## src/hdl/cpc_pkg.sv

```systemverilog
// cpc_pkg: types, codes and constants shared by the cursor pixel converter
// used by every module of the converter and by its stream interfaces
`default_nettype none

package cpc_pkg;

  localparam int unsigned SLOT_W = 4;
  localparam int unsigned DATA_W = 32;
  localparam int unsigned FMT_W  = 2;

  localparam logic [DATA_W-1:0] RGB_MASK   = 32'h00ff_ffff;
  localparam logic [DATA_W-1:0] ALPHA_FULL = 32'hff00_0000;

  typedef enum logic [FMT_W-1:0] {
    FMT_RGB32  = 2'd0,
    FMT_RGB555 = 2'd1,
    FMT_PAL4   = 2'd2
  } fmt_e;

  typedef enum logic {
    CMD_CONVERT   = 1'b0,
    CMD_PAL_WRITE = 1'b1
  } cmd_e;

  // item held in the input stage
  typedef struct packed {
    logic              command;
    logic [DATA_W-1:0] source_value;
    logic              odd_column;
    logic              and_bit;
    logic [SLOT_W-1:0] palette_slot;
  } cpc_item_t;

  // decoded pixel handed from the decode stage to the mask stage
  typedef struct packed {
    logic [DATA_W-1:0] pix;
    logic              use_pal;
    logic              pal_ok;
    logic              and_bit;
  } cpc_dec_t;

  // 5:5:5 channels each moved into the top of its byte
  function automatic logic [DATA_W-1:0] expand_555(input logic [DATA_W-1:0] v);
    expand_555 = {8'h00, v[14:10], 3'b000, v[9:5], 3'b000, v[4:0], 3'b000};
  endfunction

endpackage

`default_nettype wire

```

## src/hdl/cpc_mask.sv

```systemverilog
// cpc_mask: third pipeline stage, AND-mask handling and output register
// depends on cpc_pkg
`default_nettype none

module cpc_mask
  import cpc_pkg::*;
(
  input  wire logic              clk_i,
  input  wire logic              rst_ni,
  input  wire logic              en_i,
  input  wire logic              valid_i,
  input  wire cpc_dec_t          dec_i,
  input  wire logic [DATA_W-1:0] pal_data_i,
  output logic                   valid_o,
  output logic [DATA_W-1:0]      argb_o,
  output logic                   invert_o
);

  logic              valid_q;
  logic [DATA_W-1:0] argb_q;
  logic [DATA_W-1:0] argb_d;
  logic              invert_q;
  logic              invert_d;
  logic [DATA_W-1:0] pix;
  logic [DATA_W-1:0] rgb;

  always_comb begin
    if (dec_i.use_pal) begin
      pix = dec_i.pal_ok ? pal_data_i : '0;
    end else begin
      pix = dec_i.pix;
    end
    rgb      = pix & RGB_MASK;
    invert_d = 1'b0;
    if (dec_i.and_bit && (rgb == '0)) begin
      argb_d = '0;
    end else if (dec_i.and_bit && (rgb == RGB_MASK)) begin
      argb_d   = '0;
      invert_d = 1'b1;
    end else begin
      argb_d = pix | ALPHA_FULL;
    end
  end

  always_ff @(posedge clk_i) begin
    if (en_i) begin
      argb_q   <= argb_d;
      invert_q <= invert_d;
    end
  end

  always_ff @(posedge clk_i or negedge rst_ni) begin
    if (!rst_ni) begin
      valid_q <= 1'b0;
    end else if (en_i) begin
      valid_q <= valid_i;
    end
  end

  assign valid_o  = valid_q;
  assign argb_o   = argb_q;
  assign invert_o = invert_q;

endmodule

`default_nettype wire

```

## config.mk

```make
export PLATFORM = sky130hd
export DESIGN_NAME = cpc_mask
export DESIGN_NICKNAME = d
export VERILOG_FILES = /design/src/hdl/cpc_pkg.sv /design/src/hdl/cpc_mask.sv
export SDC_FILE = /design/constraint.sdc
export NUM_CORES = 1
export LEC_CHECK = 0
export BUFFER_PORTS_ARGS = -buffer_cell sky130_fd_sc_hd__clkbuf_2
export CORE_UTILIZATION = 35
export CTS_CLUSTER_DIAMETER = 150
export DETAILED_ROUTE_END_ITERATION = 6
export PLACE_DENSITY = 0.7
export SYNTH_ARGS = -nofsm -noshare
export SYNTH_HDL_FRONTEND = slang
export SYNTH_SLANG_ARGS = --single-unit
```

## constraint.sdc

```tcl
create_clock -name clk_i -period 0.9 [get_ports clk_i]
set_input_delay 0.18 -clock clk_i [delete_from_list [all_inputs] [get_ports clk_i]]
set_output_delay 0.18 -clock clk_i [all_outputs]
set_load 0.02 [all_outputs]
```

==> impl_metrics.toml, run 1 <==
[yosys]
yosysSeqAreaShare_pct = 51.4
yosys_warnings = 0
avgSynthCellArea_um2 = 9.87
ys_seq_elements = 27
synth_cell_types = 29
syn-num-nets = 230
synth_area_um2 = 1570
synthCells = 159

[power_and_ir_drop]
ir_drop_mv = 0.600
p_leak_nw = 1.23
total_power_mw = 3.33
power.density_nw_per_um2 = 1200

[grt]
grtUsageTotal_pct = 21.4
antenna_found_initial = 0
grt_pass1_vias = 1595
grt_pass1_wl_um = 7380
grt_max_degree = 27
grt_overflow_total = 0

[route]
drt_iter0_markers = 115
route.detailed.drc = 0
ant_nets = 0
route.vias.total = 1790
dr.pass1.iters = 5
via_per_inst = 5.26
wl_um = 5240
post_drt_wl_per_cell_um = 15.4

[place]
hpwl_um = 3890
dp.cells = 326
gp_congestion = 0.949
numPortBuffers = 88
place_ws_ns = -0.841

[critical_path]
required_ns = 0.92
critPathMaxStageDelay_ns = 0.35
r2r_setup_slack_ns = 0
critPathSlowestCell = "a222oi_1"
end_kind = "flip-flop"
crit_fanout = 7
cp-start-kind = "input port"
arrival_ns = 1.48
crit_type = "input port to flip-flop"
path_cells = "buf_8 -> buf_6 -> nor2b_4 -> nand4_1 -> a222oi_1 -> and3_4 -> buf_12 -> a21oi_1"

[sta]
fin_setup_tns_ns = -18.64
setup_viol = 60
period_needed_ns = 1.46
relSlewSlack_pct = 77.3
period_share_pct = 163
clock.fmax_mhz = 683
rsz0062_at_grt = "yes"
slew_viol_final = 0
hold_viol = 0
worst_pin_slew_ns = 0.337
fin_worst_skew_ns = 0
setup_ws_ns = -0.564

[clock_network]
cts.sinks = 27
htreeDepth = 1
insertion_delay_ns = 0.27
cts_tree = "built"
clock-root-buffer = "clkbuf_8"
cts_max_path_buffers = 2
clk_pin_slew_ns = 0.09
numCtsBuffers = 3

[run_status]
outcome = "finished with violations"
violations = "setup timing"

[final_layout]
fin_util_pct = 67.1
final_cells = 340
antenna_cells = 0
nNetsFinal = 362
layout-drive-gt1-share_pct = 58.3
area_growth_pct = 77.1

[floorplanning]
die_h_um = 69.0
ios = 105
start_util_pct = 37.9
die_w_um = 69.0
core_region_area_um2 = 4140
num_rows = 23
die-area_um2 = 4750

[run]
drv_cap = 0

[min_path]
hp-class = "input port to flip-flop"
==> layout make-up <==
class                   instances  area (um2)
clock inverters                 1        5.00
repair buffers                143        1120
flip-flops and latches         27         806
well taps                      50        62.6
multi-input cells             116         739
fillers                       329        1370
clock buffers                   3        41.3
==> layout by cell type, fill, tap and decap left out, drive strengths merged <==
cell type,n
dlygate4sd3,1
buf,86
a22oi,1
and2b,3
clkbuf,59
nor2,23
or4,1
o21ai,3
dfrtp,1
o41ai,2
a21oi,25
and3,3
nand2,5
nor4,7
nor4bb,1
nand4,8
edfxtp,26
a211oi,1
and2,1
mux2,1
clkinv,1
nor3,1
a222oi,1
nand3,5
and4,3
nand2b,2
nor2b,19
==> stage by stage <==
step           area, um2  hold slack (ns)
2_1_floorplan       1640           -0.116
3_3_place_gp        2350          -0.0446
3_5_place_dp        2350          -0.0442
4_1_cts             2440            0.145
5_1_grt             2780            0.137
6_report            2780            0.141
==> cells in the mapped netlist (all sizes together) <==
master / instances / share of area, %
edfxtp: 26 / 50
a21oi: 25 / 8.0
nor2: 23 / 5.5
nor2b: 19 / 7.6
buf: 13 / 6.8
nand4: 8 / 3.2
nor4: 7 / 2.8
nand2: 5 / 1.2
nand3: 5 / 1.6
and2b: 3 / 1.4
and3: 3 / 1.2
and4: 3 / 1.7
clkbuf: 3 / 0.72
o21ai: 3 / 0.96
nand2b: 2 / 0.80
o41ai: 2 / 1.1
a211oi: 1 / 0.48
a222oi: 1 / 0.64
a22oi: 1 / 0.48
and2: 1 / 0.40
dfrtp: 1 / 1.6
mux2: 1 / 0.72
nor3: 1 / 0.32
nor4bb: 1 / 0.64
or4: 1 / 0.48
==> what timing repair did <==
| action | in CTS | in global routing |
|---|---|---|
| setup endpoints to repair | 60 | 61 |
| setup buffers | 3 | 3 |
| pin swaps | 3 | 3 |
| hold buffers | 1 | 0 |
| resized for setup | 3 | 111 |
| hold endpoints to repair | 1 | 0 |
| cloned | 0 | 3 |
==> registers in the layout, indices dropped and copies added, names as in the netlist <==
signal	cells
invert_o	1
argb_o	25
valid_o	1
==> worst paths after layout <==
path | cells after the start | to | start
min | 2 | valid_o$_DFFE_PN0P_ | valid_i
max in group asynchronous | 2 | valid_o$_DFFE_PN0P_ | rst_ni
max reg2reg | 2 | valid_o$_DFFE_PN0P_ | valid_o$_DFFE_PN0P_
min reg2reg | 2 | valid_o$_DFFE_PN0P_ | valid_o$_DFFE_PN0P_
max | 8 | argb_o[30]$_SDFFCE_PP0P_ | dec_i[2]
min in group asynchronous | 2 | valid_o$_DFFE_PN0P_ | rst_ni
==> power breakdown <==
part	internal (mW)	switching (mW)	leakage, nW
combinational	0.563	0.521	0.942
clock	0.310	0.385	0.0255
sequential	1.50	0.0426	0.264
==> cells by family after synthesis <==
kind of cell	Yosys count	synth area share (%)
DFF	27	51.4
and+or+nand+nor	82	28.8
buffers and inverters	16	7.50
AOI/OAI and AO/OA	33	11.6
muxes	1	0.718
==> critical path, delay by kind of cell <==
kind                   cells  cell delay, ns
AO/OA/AOI/OAI              2            0.40
AND/OR/NAND/NOR            3            0.52
buffers and inverters      3            0.38
==> per-layer routing <==
metal / GRT usage [%] / vias up / part of all wire [%]
met5: 0 / - / 0
met4: 6.12 / 0 / 1.3
met3: 1.15 / 6 / 6.8
met2: 35.0 / 93 / 51
met1: 30.4 / 844 / 41
li1: - / 847 / -
No activity file was read; power rests on OpenSTA's default activity.
==> run 2, diff against run 1 <==
--- a/config.mk
+++ b/config.mk
@@ -6,10 +6,10 @@
 export NUM_CORES = 1
 export LEC_CHECK = 0
 export BUFFER_PORTS_ARGS = -buffer_cell sky130_fd_sc_hd__clkbuf_2
-export CORE_UTILIZATION = 35
+export CORE_UTILIZATION = 42
 export CTS_CLUSTER_DIAMETER = 150
 export DETAILED_ROUTE_END_ITERATION = 6
-export PLACE_DENSITY = 0.7
+export PLACE_DENSITY = 0.81
 export SYNTH_ARGS = -nofsm -noshare
 export SYNTH_HDL_FRONTEND = slang
 export SYNTH_SLANG_ARGS = --single-unit
==> run 2 against run 1 <==
Against the previous run:
- the flow still finishes with violations (setup timing)
- hold slack lost 0.0016 ns
- worst setup slack improved by 0.0063 ns
- first-iteration DRC count is 4.3% lower
- final cell count is 1.8% lower
- combinational power about the same
- critical path depth decreased by 1
- largest cell class unchanged
==> impl_metrics.toml, run 2 (synthesis results as in run 1) <==
[grt]
antenna_found_initial = 0
grt_max_degree = 27
grt_pass1_vias = 1654
grt_pass1_wl_um = 7560
grt_overflow_total = 0
grtUsageTotal_pct = 24.9

[floorplanning]
start_util_pct = 45.2
num_rows = 21
ios = 105
die_w_um = 63.1
core_region_area_um2 = 3470
die_h_um = 63.1
die-area_um2 = 3980

[critical_path]
crit_type = "input port to flip-flop"
r2r_setup_slack_ns = 0.14
end_kind = "flip-flop"
arrival_ns = 1.48
cp-start-kind = "input port"
crit_fanout = 8
required_ns = 0.93

[clock_network]
numCtsBuffers = 3
htreeDepth = 1
clk_pin_slew_ns = 0.10
cts_max_path_buffers = 2
cts_tree = "built"
clock-root-buffer = "clkbuf_8"
insertion_delay_ns = 0.27
cts.sinks = 27

[route]
drt_iter0_markers = 110
dr.pass1.iters = 6
route.vias.total = 1842
ant_nets = 0
post_drt_wl_per_cell_um = 16.2
wl_um = 5420
route.detailed.drc = 0
via_per_inst = 5.51

[min_path]
hp-class = "input port to flip-flop"

[power_and_ir_drop]
power.density_nw_per_um2 = 1230
ir_drop_mv = 0.584
total_power_mw = 3.31
p_leak_nw = 1.20

[final_layout]
final_cells = 334
largest_register_ffs = 25
fillCellCount = 231
fin_util_pct = 77.4
area_growth_pct = 71.1
multi_input_area_um2 = 707
layout-drive-gt1-share_pct = 55.6
final_cell_mix = "clkbuf_2, buf_4, edfxtp_1"
antenna_cells = 0
nNetsFinal = 360
layout_commonest_cell = "clkbuf_2"
regArea_um2 = 806

[run_status]
violations = "setup timing"
outcome = "finished with violations"

[run]
drv_cap = 0

[sta]
clock.fmax_mhz = 686
period_needed_ns = 1.46
rsz0062_at_grt = "yes"
hold_viol = 0
setup_viol = 60
fin_worst_skew_ns = 0
relSlewSlack_pct = 75.0
slew_viol_final = 0
worst_pin_slew_ns = 0.372
setup_ws_ns = -0.557
period_share_pct = 162

[place]
place_ws_ns = -0.828
dp.cells = 325
numPortBuffers = 88
hpwl_um = 3920
gp_congestion = 0.917
-- run 2: cell types whose count changed in the layout (fill, tap and decap cells not counted), sizes merged --
cell,before,now
clkinvlp,0,1
clkinv,1,0
buf,86,84
-- run 2: final timing paths --
path                                startpoint                       end  cells after the start
min                                    valid_i       valid_o$_DFFE_PN0P_                      2
max reg2reg                valid_o$_DFFE_PN0P_       valid_o$_DFFE_PN0P_                      1
min in group asynchronous               rst_ni       valid_o$_DFFE_PN0P_                      2
min reg2reg                valid_o$_DFFE_PN0P_       valid_o$_DFFE_PN0P_                      1
max in group asynchronous               rst_ni       valid_o$_DFFE_PN0P_                      2
max                                   dec_i[2]  argb_o[30]$_SDFFCE_PP0P_                      7
-- run 2: final cells by class --
| class | instances | area share (%) |
|---|---|---|
| clock inverters | 1 | 0.280 |
| multi-input cells | 116 | 26.3 |
| repair buffers | 141 | 39.7 |
| clock buffers | 3 | 1.54 |
| flip-flops and latches | 27 | 30.0 |
| well taps | 46 | 2.14 |
-- run 2: power breakdown --
group | switching [mW] | internal, mW
registers | 0.0412 | 1.50
clock network | 0.399 | 0.314
logic | 0.522 | 0.532
-- run 2: timing repair --
item,4_1_cts,5_1_grt
setup buffers,0,2
setup endpoints to repair,60,60
pin swaps,0,4
hold buffers,1,0
gates cloned,0,2
gates resized for setup,3,91
hold endpoints to repair,1,0
-- run 2: layer usage --
layer / wire length [um] / vias up / share of wire, % / GRT usage (%)
li1: - / 843 / - / -
met1: 1970 / 849 / 36 / 30.8
met2: 2760 / 130 / 51 / 43.4
met3: 530 / 20 / 9.8 / 3.26
met4: 155 / 0 / 2.9 / 10.2
met5: 0 / - / 0 / 0
-- run 2: critical path, cell delays in order --
cell       delay (ns)
clkbuf_16        0.13
and2b_2          0.23
nand4_1          0.09
a222oi_1         0.35
and3_4           0.30
clkbuf_16        0.17
a21oi_2          0.03
-- run 2: metrics by stage --
step                      area, um2  hold WS, ns  TNS (ns)
after floorplan                1640       -0.116    -14.30
after global placement         2360      -0.0445    -20.64
after detailed placement       2360      -0.0442    -21.13
after CTS                      2440        0.132    -17.43
after global routing           2690        0.141    -20.69
final                          2690        0.140    -18.42
